[src/rtl/pfc_pkg.sv]
// ----------------------------------------------------------------------------
// pfc_pkg
// Shared types, register indexes and helpers for the pixel format converter.
// ----------------------------------------------------------------------------
`timescale 1ns / 1ps
`default_nettype none

package pfc_pkg;

    localparam int COORD_WIDTH = 16;
    localparam int CFG_IDX_W   = 3;

    localparam logic [CFG_IDX_W-1:0] CFG_SRC_DEPTH_MODE    = 3'd0;
    localparam logic [CFG_IDX_W-1:0] CFG_SRC_LAYOUT        = 3'd1;
    localparam logic [CFG_IDX_W-1:0] CFG_SRC_CHANNEL_COUNT = 3'd2;
    localparam logic [CFG_IDX_W-1:0] CFG_DST_LAYOUT        = 3'd3;
    localparam logic [CFG_IDX_W-1:0] CFG_DST_CHANNEL_COUNT = 3'd4;
    localparam logic [CFG_IDX_W-1:0] CFG_USE_EXT_ALPHA     = 3'd5;
    localparam logic [CFG_IDX_W-1:0] CFG_SRC_DIMS          = 3'd6;
    localparam logic [CFG_IDX_W-1:0] CFG_DST_DIMS          = 3'd7;

    localparam logic [2:0] DEPTH_1BPP  = 3'd0;
    localparam logic [2:0] DEPTH_8BPP  = 3'd1;
    localparam logic [2:0] DEPTH_16BPP = 3'd2;
    localparam logic [2:0] DEPTH_24BPP = 3'd3;
    localparam logic [2:0] DEPTH_32BPP = 3'd4;

    localparam logic [2:0] CH_R = 3'd0;
    localparam logic [2:0] CH_G = 3'd1;
    localparam logic [2:0] CH_B = 3'd2;
    localparam logic [2:0] CH_A = 3'd3;

    localparam logic [15:0] MASK_565_R = 16'hF800;
    localparam logic [15:0] MASK_565_G = 16'h07E0;
    localparam logic [15:0] MASK_565_B = 16'h001F;
    localparam logic [7:0]  FULL_BYTE  = 8'd255;

    localparam logic [2:0]  RST_DEPTH_MODE = DEPTH_24BPP;
    localparam logic [11:0] RST_LAYOUT     = 12'd2328;
    localparam logic [2:0]  RST_COUNT      = 3'd3;

    typedef struct packed {
        logic [31:0] raw_pixel;
        logic [7:0]  ext_alpha;
    } pfc_in_t;

    typedef struct packed {
        logic [31:0] out_bytes;
        logic [2:0]  out_count;
        logic        frame_last;
    } pfc_out_t;

    typedef struct packed {
        logic [2:0]  src_depth_mode;
        logic [11:0] src_layout;
        logic [2:0]  src_channel_count;
        logic [11:0] dst_layout;
        logic [2:0]  dst_channel_count;
        logic        use_ext_alpha;
        logic [31:0] src_dims;
        logic [31:0] dst_dims;
    } pfc_cfg_t;

    typedef struct packed {
        logic [31:0] raw_pixel;
        logic [7:0]  ext_alpha;
        logic        pad;
        logic        frame_start;
        logic        frame_last;
        logic [2:0]  bit_idx;
    } pfc_item_t;

    function automatic logic [2:0] clamp_count(input logic [2:0] c);
        logic [2:0] r;
        if (c == 3'd0)
        begin
            r = 3'd1;
        end
        else if (c > 3'd4)
        begin
            r = 3'd4;
        end
        else
        begin
            r = c;
        end
        return r;
    endfunction

    function automatic logic [2:0] slot_code(input logic [11:0] layout, input logic [1:0] n);
        return layout[3*n +: 3];
    endfunction

endpackage

`default_nettype wire

[src/rtl/pixel_format_converter_core.sv]
// ----------------------------------------------------------------------------
// pixel_format_converter_core
// Converts one target pixel position per transaction into target channel
// bytes, decoding 1/8/16/24/32 bpp sources with alpha fill and padding.
//
//   channel  handshake            payload
//   in       in_valid/in_ready    in_data  (raw_pixel, ext_alpha)
//   out      out_valid/out_ready  out_data (out_bytes, out_count, frame_last)
//   cfg      cfg_valid/cfg_ready  cfg_index, cfg_data
//
// one transaction per cycle sustained while the output is not stalled; an
// accepted input is registered in a queue entry, then in the output register,
// before it is offered on out_valid
// the two-entry queue and the output register hold three transactions while
// output is stalled, then in_ready drops; in_ready never depends on out_ready
// reset clears counters, channel registers and config to defaults
// cfg_ready is always high
// ----------------------------------------------------------------------------
`timescale 1ns / 1ps
`default_nettype none

module pixel_format_converter_core
(
    input  wire logic                               clk,
    input  wire logic                               rst_n,
    input  wire logic                               in_valid,
    output logic                                    in_ready,
    input  wire pfc_pkg::pfc_in_t                   in_data,
    output logic                                    out_valid,
    input  wire logic                               out_ready,
    output pfc_pkg::pfc_out_t                       out_data,
    input  wire logic                               cfg_valid,
    output logic                                    cfg_ready,
    input  wire logic [pfc_pkg::CFG_IDX_W-1:0]      cfg_index,
    input  wire logic [31:0]                        cfg_data
);

    pfc_pkg::pfc_cfg_t  cfg_reg;
    logic               push_valid;
    logic               push_ready;
    pfc_pkg::pfc_item_t push_item;
    logic               pop_valid;
    logic               pop_ready;
    pfc_pkg::pfc_item_t pop_item;

    assign cfg_ready = 1'b1;

    always_ff @(posedge clk or negedge rst_n)
    begin
        if (!rst_n)
        begin
            cfg_reg.src_depth_mode    <= pfc_pkg::RST_DEPTH_MODE;
            cfg_reg.src_layout        <= pfc_pkg::RST_LAYOUT;
            cfg_reg.src_channel_count <= pfc_pkg::RST_COUNT;
            cfg_reg.dst_layout        <= pfc_pkg::RST_LAYOUT;
            cfg_reg.dst_channel_count <= pfc_pkg::RST_COUNT;
            cfg_reg.use_ext_alpha     <= 1'b0;
            cfg_reg.src_dims          <= 32'd0;
            cfg_reg.dst_dims          <= 32'd0;
        end
        else if (cfg_valid)
        begin
            unique case (cfg_index)
                pfc_pkg::CFG_SRC_DEPTH_MODE:    cfg_reg.src_depth_mode    <= cfg_data[2:0];
                pfc_pkg::CFG_SRC_LAYOUT:        cfg_reg.src_layout        <= cfg_data[11:0];
                pfc_pkg::CFG_SRC_CHANNEL_COUNT: cfg_reg.src_channel_count <= cfg_data[2:0];
                pfc_pkg::CFG_DST_LAYOUT:        cfg_reg.dst_layout        <= cfg_data[11:0];
                pfc_pkg::CFG_DST_CHANNEL_COUNT: cfg_reg.dst_channel_count <= cfg_data[2:0];
                pfc_pkg::CFG_USE_EXT_ALPHA:     cfg_reg.use_ext_alpha     <= cfg_data[0];
                pfc_pkg::CFG_SRC_DIMS:          cfg_reg.src_dims          <= cfg_data;
                pfc_pkg::CFG_DST_DIMS:          cfg_reg.dst_dims          <= cfg_data;
                default:                        cfg_reg.dst_dims          <= cfg_data;
            endcase
        end
    end

    pfc_front u_front
    (
        .clk        (clk),
        .rst_n      (rst_n),
        .cfg        (cfg_reg),
        .in_valid   (in_valid),
        .in_ready   (in_ready),
        .in_data    (in_data),
        .push_valid (push_valid),
        .push_ready (push_ready),
        .push_item  (push_item)
    );

    pfc_queue u_queue
    (
        .clk        (clk),
        .rst_n      (rst_n),
        .push_valid (push_valid),
        .push_ready (push_ready),
        .push_item  (push_item),
        .pop_valid  (pop_valid),
        .pop_ready  (pop_ready),
        .pop_item   (pop_item)
    );

    pfc_back u_back
    (
        .clk       (clk),
        .rst_n     (rst_n),
        .cfg       (cfg_reg),
        .pop_valid (pop_valid),
        .pop_ready (pop_ready),
        .pop_item  (pop_item),
        .out_valid (out_valid),
        .out_ready (out_ready),
        .out_data  (out_data)
    );

endmodule

`default_nettype wire

[src/rtl/pfc_front.sv]
// ----------------------------------------------------------------------------
// pfc_front
// Position tracking: classifies each transaction as source or padding and
// tags frame start, frame end and the 1 bpp bit index.
// ----------------------------------------------------------------------------
`timescale 1ns / 1ps
`default_nettype none

module pfc_front
(
    input  wire logic               clk,
    input  wire logic               rst_n,
    input  wire pfc_pkg::pfc_cfg_t  cfg,
    input  wire logic               in_valid,
    output logic                    in_ready,
    input  wire pfc_pkg::pfc_in_t   in_data,
    output logic                    push_valid,
    input  wire logic               push_ready,
    output pfc_pkg::pfc_item_t      push_item
);

    localparam int CW = pfc_pkg::COORD_WIDTH;
    localparam int MW = (CW > 16) ? CW + 1 : 17;

    logic [CW-1:0] col_reg;
    logic [CW-1:0] col_next;
    logic [CW-1:0] row_reg;
    logic [CW-1:0] row_next;
    logic [15:0]   src_w;
    logic [15:0]   src_h;
    logic [15:0]   dst_w;
    logic [15:0]   dst_h;
    logic [CW:0]   col_inc;
    logic [CW:0]   row_inc;
    logic          col_end;
    logic          row_end;
    logic [2:0]    bit_pos;
    logic          accept;

    assign src_w = cfg.src_dims[15:0];
    assign src_h = cfg.src_dims[31:16];
    assign dst_w = (cfg.dst_dims[15:0] == 16'd0) ? 16'd1 : cfg.dst_dims[15:0];
    assign dst_h = (cfg.dst_dims[31:16] == 16'd0) ? 16'd1 : cfg.dst_dims[31:16];

    assign col_inc = {1'b0, col_reg} + (CW+1)'(1);
    assign row_inc = {1'b0, row_reg} + (CW+1)'(1);
    assign col_end = MW'(col_inc) >= MW'(dst_w);
    assign row_end = MW'(row_inc) >= MW'(dst_h);

    // low three bits of row * width + col
    assign bit_pos = 3'(row_reg[2:0] * src_w[2:0]) + col_reg[2:0];

    assign in_ready   = push_ready;
    assign push_valid = in_valid;
    assign accept     = in_valid && push_ready;

    always_comb
    begin
        push_item.raw_pixel   = in_data.raw_pixel;
        push_item.ext_alpha   = in_data.ext_alpha;
        push_item.pad         = !((MW'(col_reg) < MW'(src_w)) && (MW'(row_reg) < MW'(src_h)));
        push_item.frame_start = (col_reg == '0) && (row_reg == '0);
        push_item.frame_last  = col_end && row_end;
        push_item.bit_idx     = bit_pos;
    end

    always_comb
    begin
        if (col_end)
        begin
            col_next = '0;
            row_next = row_end ? '0 : row_inc[CW-1:0];
        end
        else
        begin
            col_next = col_inc[CW-1:0];
            row_next = row_reg;
        end
    end

    always_ff @(posedge clk or negedge rst_n)
    begin
        if (!rst_n)
        begin
            col_reg <= '0;
            row_reg <= '0;
        end
        else if (accept)
        begin
            col_reg <= col_next;
            row_reg <= row_next;
        end
    end

endmodule

`default_nettype wire

[src/rtl/pfc_queue.sv]
// ----------------------------------------------------------------------------
// pfc_queue
// Two-entry queue between the classifying front and the converting back.
// ----------------------------------------------------------------------------
`timescale 1ns / 1ps
`default_nettype none

module pfc_queue
(
    input  wire logic                clk,
    input  wire logic                rst_n,
    input  wire logic                push_valid,
    output logic                     push_ready,
    input  wire pfc_pkg::pfc_item_t  push_item,
    output logic                     pop_valid,
    input  wire logic                pop_ready,
    output pfc_pkg::pfc_item_t       pop_item
);

    pfc_pkg::pfc_item_t entry_reg [2];
    logic               wr_ptr_reg;
    logic               rd_ptr_reg;
    logic [1:0]         count_reg;
    logic [1:0]         count_next;
    logic               push;
    logic               pop;

    assign push_ready = count_reg != 2'd2;
    assign pop_valid  = count_reg != 2'd0;
    assign pop_item   = entry_reg[rd_ptr_reg];
    assign push       = push_valid && push_ready;
    assign pop        = pop_valid && pop_ready;

    always_comb
    begin
        count_next = count_reg;
        if (push && !pop)
        begin
            count_next = count_reg + 2'd1;
        end
        else if (pop && !push)
        begin
            count_next = count_reg - 2'd1;
        end
    end

    always_ff @(posedge clk)
    begin
        if (push)
        begin
            entry_reg[wr_ptr_reg] <= push_item;
        end
    end

    always_ff @(posedge clk or negedge rst_n)
    begin
        if (!rst_n)
        begin
            wr_ptr_reg <= 1'b0;
            rd_ptr_reg <= 1'b0;
            count_reg  <= 2'd0;
        end
        else
        begin
            if (push)
            begin
                wr_ptr_reg <= !wr_ptr_reg;
            end
            if (pop)
            begin
                rd_ptr_reg <= !rd_ptr_reg;
            end
            count_reg <= count_next;
        end
    end

endmodule

`default_nettype wire

[src/rtl/pfc_back.sv]
// ----------------------------------------------------------------------------
// pfc_back
// Decodes the source pixel into the channel registers, applies alpha fill and
// packs the target bytes into the output register.
// ----------------------------------------------------------------------------
`timescale 1ns / 1ps
`default_nettype none

module pfc_back
(
    input  wire logic                clk,
    input  wire logic                rst_n,
    input  wire pfc_pkg::pfc_cfg_t   cfg,
    input  wire logic                pop_valid,
    output logic                     pop_ready,
    input  wire pfc_pkg::pfc_item_t  pop_item,
    output logic                     out_valid,
    input  wire logic                out_ready,
    output pfc_pkg::pfc_out_t        out_data
);

    logic [7:0]        chan_reg  [4];
    logic [7:0]        chan_next [4];
    logic              out_valid_reg;
    pfc_pkg::pfc_out_t out_reg;
    pfc_pkg::pfc_out_t out_next;
    logic [2:0]        scount;
    logic [2:0]        dcount;
    logic              has_alpha;
    logic [7:0]        b0;
    logic [15:0]       w565;
    logic [7:0]        grey;
    logic [2:0]        code;
    logic              pop;

    assign scount    = pfc_pkg::clamp_count(cfg.src_channel_count);
    assign dcount    = pfc_pkg::clamp_count(cfg.dst_channel_count);
    assign b0        = pop_item.raw_pixel[7:0];
    assign w565      = {b0, pop_item.raw_pixel[15:8]};
    assign pop_ready = !out_valid_reg || out_ready;
    assign pop       = pop_valid && pop_ready;
    assign out_valid = out_valid_reg;
    assign out_data  = out_reg;

    always_comb
    begin
        has_alpha = 1'b0;
        for (int n = 0; n < 4; n++)
        begin
            if ((3'(n) < scount) &&
                (pfc_pkg::slot_code(cfg.src_layout, 2'(n)) == pfc_pkg::CH_A))
            begin
                has_alpha = 1'b1;
            end
        end
    end

    always_comb
    begin
        grey = 8'd0;
        code = 3'd0;
        for (int c = 0; c < 4; c++)
        begin
            chan_next[c] = pop_item.frame_start ? 8'd0 : chan_reg[c];
        end
        if (!pop_item.pad)
        begin
            unique case (cfg.src_depth_mode)
                pfc_pkg::DEPTH_1BPP:
                begin
                    grey = b0[pop_item.bit_idx] ? pfc_pkg::FULL_BYTE : 8'd0;
                    chan_next[pfc_pkg::CH_R[1:0]] = grey;
                    chan_next[pfc_pkg::CH_G[1:0]] = grey;
                    chan_next[pfc_pkg::CH_B[1:0]] = grey;
                end
                pfc_pkg::DEPTH_8BPP:
                begin
                    grey = (b0 != 8'd0) ? pfc_pkg::FULL_BYTE : 8'd0;
                    chan_next[pfc_pkg::CH_R[1:0]] = grey;
                    chan_next[pfc_pkg::CH_G[1:0]] = grey;
                    chan_next[pfc_pkg::CH_B[1:0]] = grey;
                    chan_next[pfc_pkg::CH_A[1:0]] = b0;
                end
                pfc_pkg::DEPTH_16BPP:
                begin
                    code = pfc_pkg::slot_code(cfg.src_layout, 2'd0);
                    if (!code[2])
                    begin
                        chan_next[code[1:0]] = 8'((w565 & pfc_pkg::MASK_565_R) >> 11);
                    end
                    code = pfc_pkg::slot_code(cfg.src_layout, 2'd1);
                    if (!code[2])
                    begin
                        chan_next[code[1:0]] = 8'((w565 & pfc_pkg::MASK_565_G) >> 5);
                    end
                    code = pfc_pkg::slot_code(cfg.src_layout, 2'd2);
                    if (!code[2])
                    begin
                        chan_next[code[1:0]] = 8'(w565 & pfc_pkg::MASK_565_B);
                    end
                end
                pfc_pkg::DEPTH_24BPP, pfc_pkg::DEPTH_32BPP:
                begin
                    for (int n = 0; n < 4; n++)
                    begin
                        code = pfc_pkg::slot_code(cfg.src_layout, 2'(n));
                        if ((3'(n) < scount) && !code[2])
                        begin
                            chan_next[code[1:0]] = pop_item.raw_pixel[8*n +: 8];
                        end
                    end
                end
                default:
                begin
                    grey = 8'd0;
                end
            endcase
            if (!has_alpha)
            begin
                chan_next[pfc_pkg::CH_A[1:0]] =
                    cfg.use_ext_alpha ? pop_item.ext_alpha : pfc_pkg::FULL_BYTE;
            end
        end
    end

    always_comb
    begin
        out_next.out_bytes  = 32'd0;
        out_next.out_count  = dcount;
        out_next.frame_last = pop_item.frame_last;
        for (int n = 0; n < 4; n++)
        begin
            if (!pop_item.pad && (3'(n) < dcount) &&
                !cfg.dst_layout[3*n + 2])
            begin
                out_next.out_bytes[8*n +: 8] = chan_next[cfg.dst_layout[3*n +: 2]];
            end
        end
    end

    always_ff @(posedge clk or negedge rst_n)
    begin
        if (!rst_n)
        begin
            out_valid_reg <= 1'b0;
            for (int c = 0; c < 4; c++)
            begin
                chan_reg[c] <= 8'd0;
            end
        end
        else
        begin
            if (pop)
            begin
                out_valid_reg <= 1'b1;
                for (int c = 0; c < 4; c++)
                begin
                    chan_reg[c] <= chan_next[c];
                end
            end
            else if (out_ready)
            begin
                out_valid_reg <= 1'b0;
            end
        end
    end

    always_ff @(posedge clk)
    begin
        if (pop)
        begin
            out_reg <= out_next;
        end
    end

endmodule

`default_nettype wire

[config.mk]
export PLATFORM = sky130hd
export DESIGN_NAME = pixel_format_converter_core
export DESIGN_NICKNAME = d
export VERILOG_FILES = /design/src/rtl/pfc_pkg.sv /design/src/rtl/pixel_format_converter_core.sv /design/src/rtl/pfc_front.sv /design/src/rtl/pfc_queue.sv /design/src/rtl/pfc_back.sv
export SDC_FILE = /design/constraint.sdc
export NUM_CORES = 1
export LEC_CHECK = 0
export BUFFER_PORTS_ARGS = -buffer_cell sky130_fd_sc_hd__buf_2
export CORE_MARGIN = 2
export CORE_UTILIZATION = 45
export CTS_CLUSTER_SIZE = 20
export DETAILED_ROUTE_END_ITERATION = 8
export SYNTH_ARGS = -nofsm -noshare
export SYNTH_HDL_FRONTEND = slang
export SYNTH_SLANG_ARGS = --single-unit
[constraint.sdc]
create_clock -name clk -period 3.9 [get_ports clk]
set_input_delay 0.78 -clock clk [delete_from_list [all_inputs] [get_ports clk]]
set_output_delay 0.78 -clock clk [all_outputs]
set_load 0.005 [all_outputs]
Word level (Yosys, flattened, before mapping)
Memory sizes are Yosys's and may differ from the RTL's.
Index checks and enable logic that the tools add are counted.
{"block": "word_totals", "ff_bits": 203, "ramBits": 92, "input_bits": 80, "wordCells": 222, "mem_count": 1}
{"block": "classes", "addsub": 5, "n_mul": 1, "magnitude_cmp": 27, "eq_ne": 16, "muxes": 75, "bitwise_logic": 8, "reduce_logical": 65}
{"memory": "u_queue.entry_reg", "depth": 2, "width": 46, "read_ports": 1, "rd_clocked_by_memory_dff": 0, "write_ports": 1, "line": "pfc_queue.sv:20", "text": "pfc_pkg::pfc_item_t entry_reg [2];"}
{"cell": "$mux 32", "count": 18}
{"cell": "$bwmux 32", "count": 7}
{"cell": "$mux 8", "count": 20}
{"cell": "$pmux 24 s4", "count": 1}
{"cell": "$bmux 8 s2", "count": 4}
{"cell": "$demux 8 s2", "count": 4}
{"cell": "$logic_not 16->1", "count": 4}
{"cell": "$mux 16", "count": 4}
{"cell": "$add 16x1->17 const B", "count": 2}
{"cell": "$ge 17x16->1", "count": 2}
{"cell": "$lt 16x16->1", "count": 2}
{"cell": "$logic_and 1x1->1", "count": 27}
{"cell": "$eq 3x2->1 const B", "count": 8}
{"cell": "$ge 3x3->1 const B", "count": 8}
{"cell": "$not 2->3", "count": 8}
{"cell": "$pmux 8 s3", "count": 1}
{"cell": "$reduce_and 2->1", "count": 9}
{"cell": "$eq 3x3->1 const B", "count": 5}
{"cell": "$logic_not 1->1", "count": 15}
{"cell": "$logic_not 3->1", "count": 4}
{"cell": "$lt 1x3->1 const A", "count": 4}
{"cell": "$lt 2x3->1 const A", "count": 4}
{"cell": "$lt 3x1->1 const B", "count": 4}
{"cell": "$mux 3", "count": 4}
{"cell": "15 further kinds", "count": 28}

Longest topological paths before layout
Gate-level depths: netlist (run 1).
{"block": "depth", "ltp_word": 25, "depth_mapped": 16, "ltp_nobuf": 15}

Modules after synthesis
From an unflattened synthesis (run 1), not the netlist that was laid out.
{"block": "hier_totals", "cells_unflattened": 1763, "hier_area_um2": 18265.0}
{"mod": "pfc_back", "instances": 1, "cells_per_inst": 863, "area_each_um2": 6731.5}
{"mod": "pfc_front", "instances": 1, "cells_per_inst": 525, "area_each_um2": 4192.8}
{"mod": "pixel_format_converter_core", "instances": 1, "cells_per_inst": 214, "area_each_um2": 3703.6}
{"mod": "pfc_queue", "instances": 1, "cells_per_inst": 161, "area_each_um2": 3637.2}

Least setup slack after synthesis (run 1)
Ideal clock, no wire load.
{"block": "synth_timing", "kind": "input to register", "from": "input in_valid", "to": "memory u_queue.entry_reg[0][0] (netlist name), enable pin", "setup_ns": 0.450, "arrival_ns": 3.078, "path_slack_ns": 0.373, "cell_stages": 3, "path_cell_list": "nand2_1 clkbuf_1 nor2_1"}
{"block": "synth_via", "elab_chain_cells": 3}
{"item": "start: declaration", "line": "pixel_format_converter_core.sv:26", "text": "input wire logic in_valid,"}
{"item": "$logic_and 1x1->1", "line": "pfc_queue.sv:31", "text": "assign push = push_valid && push_ready;"}
{"item": "$mux 1", "line": "pfc_queue.sv:49", "text": "if (push)"}
{"item": "$mux 1 (not written as such)", "line": "pfc_queue.sv:51", "text": "entry_reg[wr_ptr_reg] <= push_item;"}
{"item": "end: declaration", "line": "pfc_queue.sv:20"}
Every way passes these cells.

Worst setup path in the final report (run 1)
{"block": "layout_timing", "from": "register u_front.col_reg[3]", "to": "register u_front.row_reg[11]"}
{"block": "layout_via", "elab_chain_cells": 3}
{"item": "start: declaration", "line": "pfc_front.sv:25", "text": "logic [CW-1:0] col_reg;"}
{"item": "start signal: assignment", "line": "pfc_front.sv:90", "text": "col_reg <= col_next;"}
{"item": "$add 16x1->17", "line": "pfc_front.sv:45", "text": "assign col_inc = {1'b0, col_reg} + (CW+1)'(1);"}
{"item": "$ge 17x16->1", "line": "pfc_front.sv:47", "text": "assign col_end = MW'(col_inc) >= MW'(dst_w);"}
{"item": "$reduce_and 2->1 (no source line)"}
{"item": "end signal: assignment", "line": "pfc_front.sv:91", "text": "row_reg <= row_next;"}
{"item": "end: declaration", "line": "pfc_front.sv:27", "text": "logic [CW-1:0] row_reg;"}
Every way passes these cells.
A chain may end at the register's enable or synchronous reset.

==> results.sh, run 1 <==
export IMPL_setup_tns_ps=0
export IMPL_hold_path_class="input port to async pin"
export IMPL_cts_root_buf="clkbuf_16"
export IMPL_vias_per_cell=6.13
export IMPL_power_leakage_nw=8.77
export IMPL_fp_dieH_um=203
export IMPL_clock_path_buffers=3
export IMPL_dp_cells=2358
export IMPL_grt_max_degree=83
export IMPL_crit_type="register to register"
export IMPL_fin_crit_ps=3580
export IMPL_finalSetupViolCount=0
export IMPL_synthToLayoutAreaGrowth_pct=15.1
export IMPL_arrival_ps=4020
export IMPL_hold_viol_final=0
export IMPL_hpwl_mm=43.9
export IMPL_port_buffers=117
export IMPL_end_kind="register"
export IMPL_clk_pin_slew_worst_paths_ps=60
export IMPL_slew_violations=0
export IMPL_gp_congestion=1.00
export IMPL_ys_top_cells_by_area="edfxtp_1 22%, dfrtp_1 21%, mux2_2 7.4%"
export IMPL_num_antenna_cells=0
export IMPL_num_vias=14800
export IMPL_fp_coreArea_sq_um=38800
export IMPL_clkLatencyLatePin_ps=550
export IMPL_track_usage_pct=28.7
export IMPL_yosysTopAreaCell="edfxtp_1"
export IMPL_totalWireLength_mm=58.6
export IMPL_io_pins=119
export IMPL_synth_seq_area_share_pct=45.1
export IMPL_die_area_sq_um=41200
export IMPL_synthTopCellsByCount="216 x nand2_1, 153 x dfrtp_1, 128 x edfxtp_1"
export IMPL_synth_most_common_cell="nand2_1"
export IMPL_place_area_sq_um=19300
export IMPL_syn_area_sq_um=17800
export IMPL_layout_drive_gt1_share_pct=23.7
export IMPL_grt_overflow=0
export IMPL_syn_num_nets=1873
export IMPL_skew_ps=21.3
export IMPL_num_rows=72
export IMPL_avgSynthCellArea_sq_um=10.3
export IMPL_tightest_slew_ps=1060
export IMPL_ant_nets=0
export IMPL_post_cts_setup_buffers=0
export IMPL_dr_pass1_iters=8
export IMPL_synth_edf_count=128
export IMPL_wl_per_cell_um=24.2
export IMPL_syn_inst=1722
export IMPL_clock_sinks=295
export IMPL_yosysTopAreaCellShare_pct=21.6
export IMPL_fin_ws_ps=322
export IMPL_synth_ff_latch_count=295
export IMPL_cp_max_fo=7
export IMPL_dieWidth_um=203
export IMPL_max_freq_mhz=280
export IMPL_drc=0
export IMPL_stdcell_count=2419
export IMPL_yosysWarnings=0
export IMPL_ys_flop_type="dfrtp_1"
export IMPL_grt_pass1_vias=14600
export IMPL_cp_data_required_time_ps=4340
export IMPL_largest_reg_flops=98
export IMPL_grt_pass1_wl_mm=89.4
export IMPL_dp_slack_ps=226
export IMPL_relSlewSlack_pct=29.1
export IMPL_max_cap_violations=0
export IMPL_period_share_pct=91.7
export IMPL_htree_levels=2
export IMPL_nets=2027
export IMPL_rsz0062_at_grt="no"
export IMPL_cts_tree="built"
export IMPL_antenna_found_initial=0
export IMPL_outcome="complete, no violations"
export IMPL_max_vdd_ir_drop_mv=0.346
export IMPL_ys_async_sr_fraction_pct=56.6
export IMPL_p_per_area_nw_per_um2=727
export IMPL_drt_iter0_drc=1475
export IMPL_initial_utilization_pct=45.9
export IMPL_finalInstanceArea_sq_um=20500
export IMPL_cp_start_kind="register"
export IMPL_cts_made_buffers=34
export IMPL_synth_cell_type_count=101
-- worst paths after layout --
kind | startpoint | to | slack, ps | cells after the start
worst max register to register | u_front.col_reg[3] | u_front.row_reg[11] | 320 | 15
min in group clk | in_data[0] | u_queue.entry_reg[1][6] | 420 | 1
worst min-delay path | rst_n | u_back.chan_reg[0] | 240 | 1
worst min register to register | cfg_reg[63] | cfg_reg[63] | 500 | 1
max in group asynchronous | rst_n | cfg_reg[76] | 2730 | 2
worst max-delay path | u_front.col_reg[3] | u_front.row_reg[11] | 320 | 15
-- report_power, final --
part           leakage, nW  switching (mW)  internal [mW]
Combinational         4.94            4.11           2.50
Clock                0.555            1.29           2.02
Sequential            3.27           0.742           4.25
-- timing repair --
action | in CTS | in global routing
resized for setup | 0 | 4
endpoints found under the setup margin | 0 | 8
hold buffers | 0 | 0
hold endpoints to repair | 0 | 0
-- through the flow --
stage	hold slack, ps	total power [mW]	util, %
detailed placement	494	11.5	49.8
floorplan	459	8.90	-
global route	270	15.7	52.8
global placement	485	11.5	49.8
CTS	247	14.9	52.8
finish	244	14.9	52.8
-- kinds of logic after synthesis --
| kind of cell | Yosys count | synth area share, % |
|---|---|---|
| DFF | 295 | 45.1 |
| and+or+nand+nor | 539 | 15.2 |
| muxes | 180 | 11.3 |
| buffers and inverters | 162 | 4.03 |
| other | 1 | 0.0211 |
| xor gates and xnor gates | 39 | 1.92 |
| AOI/OAI and AO/OA | 435 | 17.4 |
| adders and majority gates | 71 | 4.99 |
-- worst max-delay path, cell delays in order (launching register included) --
cell and delay, ps:
dfrtp_1 460, and3_1 240, and4_1 250, nand3_1 180, nor2_1 250, nand3_1 130, xnor2_1 170, ha_1 320
nand2_1 70, nor3_2 220, a41oi_1 180, o31ai_2 130, o21a_1 170, o31ai_2 110, or2_1 330, o41ai_1 260
-- layout make-up --
class,instances,area [sq um]
clock inverters,17,223
repair buffers,202,1260
multi-input cells,1265,9100
well taps,518,648
fillers,3606,18300
inverters,78,293
flip-flops and latches,295,8040
clock buffers,44,930
-- per-layer routing --
metal | global-route usage (%) | part of all wire, % | vias to the layer above
met4 | 12.1 | 4.3 | 0
met5 | 0 | 0 | -
li1 | - | - | 6766
met3 | 4.91 | 7.2 | 131
met1 | 37.3 | 41 | 7304
met2 | 47.4 | 47 | 622
-- placed cells by master (no fill, tap or decap), types with 17 or more instances in the layout --
cell	count
o21ai_0	94
buf_2	116
a21o_1	27
nand3_1	57
o22ai_1	22
nand2b_1	23
inv_1	75
nor2_1	75
mux2i_1	54
a21oi_1	80
nor3_1	30
xnor2_1	25
nor4_1	17
dfrtp_1	152
nand2_1	216
edfxtp_1	128
mux2_2	117
clkbuf_16	35
a31oi_1	26
buf_4	82
o211ai_1	19
ha_1	71
No activity file was read; power rests on OpenSTA's default activity.
==> inputs of run 2 (changes only) <==
CORE_MARGIN = default   (was 2)
CORE_UTILIZATION = 60   (was 45)
PLACE_DENSITY = 0.79   (was default)
==> results.sh, run 2 (synthesis results as in run 1) <==
export IMPL_outcome="complete, no violations"
export IMPL_dr_pass1_iters=8
export IMPL_hold_viol_final=0
export IMPL_layout_drive_gt1_share_pct=23.5
export IMPL_max_freq_mhz=276
export IMPL_hold_buffers=0
export IMPL_r2r_end="u_front.col_reg[10]"
export IMPL_cp_start_kind="register"
export IMPL_totalWireLength_mm=59.2
export IMPL_post_cts_setup_buffers=0
export IMPL_p_sw_share_pct=41.8
export IMPL_final_cell_mix="216 x nand2_1, 152 x dfrtp_1, 128 x edfxtp_1"
export IMPL_max_cap_violations=0
export IMPL_cp_max_fo=11
export IMPL_drt_iter0_drc=1852
export IMPL_r2r_setup_slack_ps=270
export IMPL_slew_violations=0
export IMPL_period_share_pct=93.0
export IMPL_num_rows=62
export IMPL_met1_usage_pct=49.5
export IMPL_internal_power_mw=8.82
export IMPL_dp_slack_ps=291
export IMPL_max_vdd_ir_drop_mv=0.686
export IMPL_power_leakage_nw=8.77
export IMPL_clock_sinks=295
export IMPL_hpwl_mm=43.0
export IMPL_cts_tree="built"
export IMPL_dieWidth_um=174
export IMPL_met3_usage_pct=7.48
export IMPL_port_buffers=117
export IMPL_rsz0062_at_grt="no"
export IMPL_clkPwrFrac_pct=22.6
export IMPL_clock_path_buffers=3
export IMPL_gp_congestion=1.04
export IMPL_hold_path_class="input port to async pin"
export IMPL_fp_dieH_um=174
export IMPL_grt_pass1_vias=15300
export IMPL_grt_pass1_wl_mm=90.4
export IMPL_nets=2022
export IMPL_reg2regPathDepth=14
export IMPL_fin_crit_ps=3630
export IMPL_fin_ws_ps=272
export IMPL_ant_nets=0
export IMPL_stdcell_count=2279
export IMPL_p_sw_mw=6.34
export IMPL_timing_rr_start="u_front.col_reg[3]"
export IMPL_setup_tns_ps=0
export IMPL_cts_root_buf="clkbuf_16"
export IMPL_relSlewSlack_pct=32.3
export IMPL_register_area_sq_um=8040
export IMPL_cp_data_required_time_ps=4320
export IMPL_finalSetupViolCount=0
export IMPL_synthToLayoutAreaGrowth_pct=14.2
export IMPL_drc=0
export IMPL_grt_max_degree=87
export IMPL_io_pins=119
export IMPL_arrival_ps=4040
export IMPL_dp_cells=2219
export IMPL_fill_cells=2086
export IMPL_track_usage_pct=39.2
export IMPL_layout_commonest_cell="nand2_1"
export IMPL_largest_reg_flops=98
export IMPL_end_kind="register"
export IMPL_htree_levels=2
export IMPL_tightest_slew_ps=1000
export IMPL_num_antenna_cells=0
export IMPL_wl_per_cell_um=26.0
export IMPL_clkLatencyLatePin_ps=540
export IMPL_crit_type="register to register"
export IMPL_grt_use_met2_pct=64.1
export IMPL_antenna_found_initial=0
export IMPL_multi_input_area_sq_um=9100
export IMPL_p_comb_share_pct=44.4
export IMPL_fin_util_pct=70.3
export IMPL_power_share_sequential_pct=33.1
export IMPL_cts_resized=0
export IMPL_fp_coreArea_sq_um=28900
export IMPL_clk_pin_slew_worst_paths_ps=60
export IMPL_p_per_area_nw_per_um2=745
export IMPL_skew_ps=25.3
export IMPL_top_usage_layer="met2"
export IMPL_grt_overflow=0
export IMPL_vias_per_cell=6.73
export IMPL_initial_utilization_pct=61.6
export IMPL_whs_ps=359
export IMPL_die_area_sq_um=30400
export IMPL_num_vias=15300
export IMPL_cts_made_buffers=34
## run 2: layer usage
metal | up-vias | wire [um]
met3 | 222 | 5190
li1 | 6774 | -
met1 | 7439 | 22900
met4 | 0 | 3400
met2 | 909 | 27700
met5 | - | 0
## run 2: stage by stage
| step | cell area [sq um] | power (mW) |
|---|---|---|
| after global routing | 20300 | 15.7 |
| after detailed placement | 19100 | 11.5 |
| after CTS | 20300 | 14.9 |
| after floorplan | 17800 | 8.90 |
| after global placement | 19100 | 11.3 |
| final | 20300 | 15.2 |
## run 2: worst max-delay path: stages, from the launching register on
cell and delay, ps:
dfrtp_1 480, and3_1 240, and4_1 260, nand3_1 180, nor2_1 210, xor2_1 210
ha_1 270, a21o_1 170, a211oi_1 240, o21ai_0 130, o211a_1 170, o21ai_1 280
nand2_1 210, buf_4 220, o21ai_0 250
## run 2: final cells by class
type	count	area share, %
Inverter	78	1.44
Sequential cell	295	39.5
Timing Repair Buffer	197	6.05
Multi-Input combinational cell	1265	44.7
Tap cell	384	2.36
Clock inverter	13	1.11
Clock buffer	47	4.78
## run 2: worst max path at each step
stage                             startpoint                       to  slack, ps  cells past startpoint
after floorplan                     in_valid  u_queue.entry_reg[0][0]        370                      3
after global placement    u_front.col_reg[3]       u_front.row_reg[5]        360                     15
after detailed placement  u_front.row_reg[0]       u_front.row_reg[6]        290                     12
after CTS                 u_front.row_reg[0]       u_front.row_reg[8]        230                     12
after global routing      u_front.col_reg[3]      u_front.col_reg[10]         10                     15
final                     u_front.col_reg[3]      u_front.col_reg[10]        270                     14
## run 2: power groups by stage
stage / Clock (mW) / Combinational (mW) / Sequential [mW]
3_5_place_dp: 0 / 6.46 / 5.03
4_1_cts: 3.43 / 6.52 / 4.98
6_report: 3.42 / 6.72 / 5.01
2_1_floorplan: 0 / 4.18 / 4.71
3_3_place_gp: 0 / 6.35 / 4.97
5_1_grt: 3.56 / 7.07 / 5.10
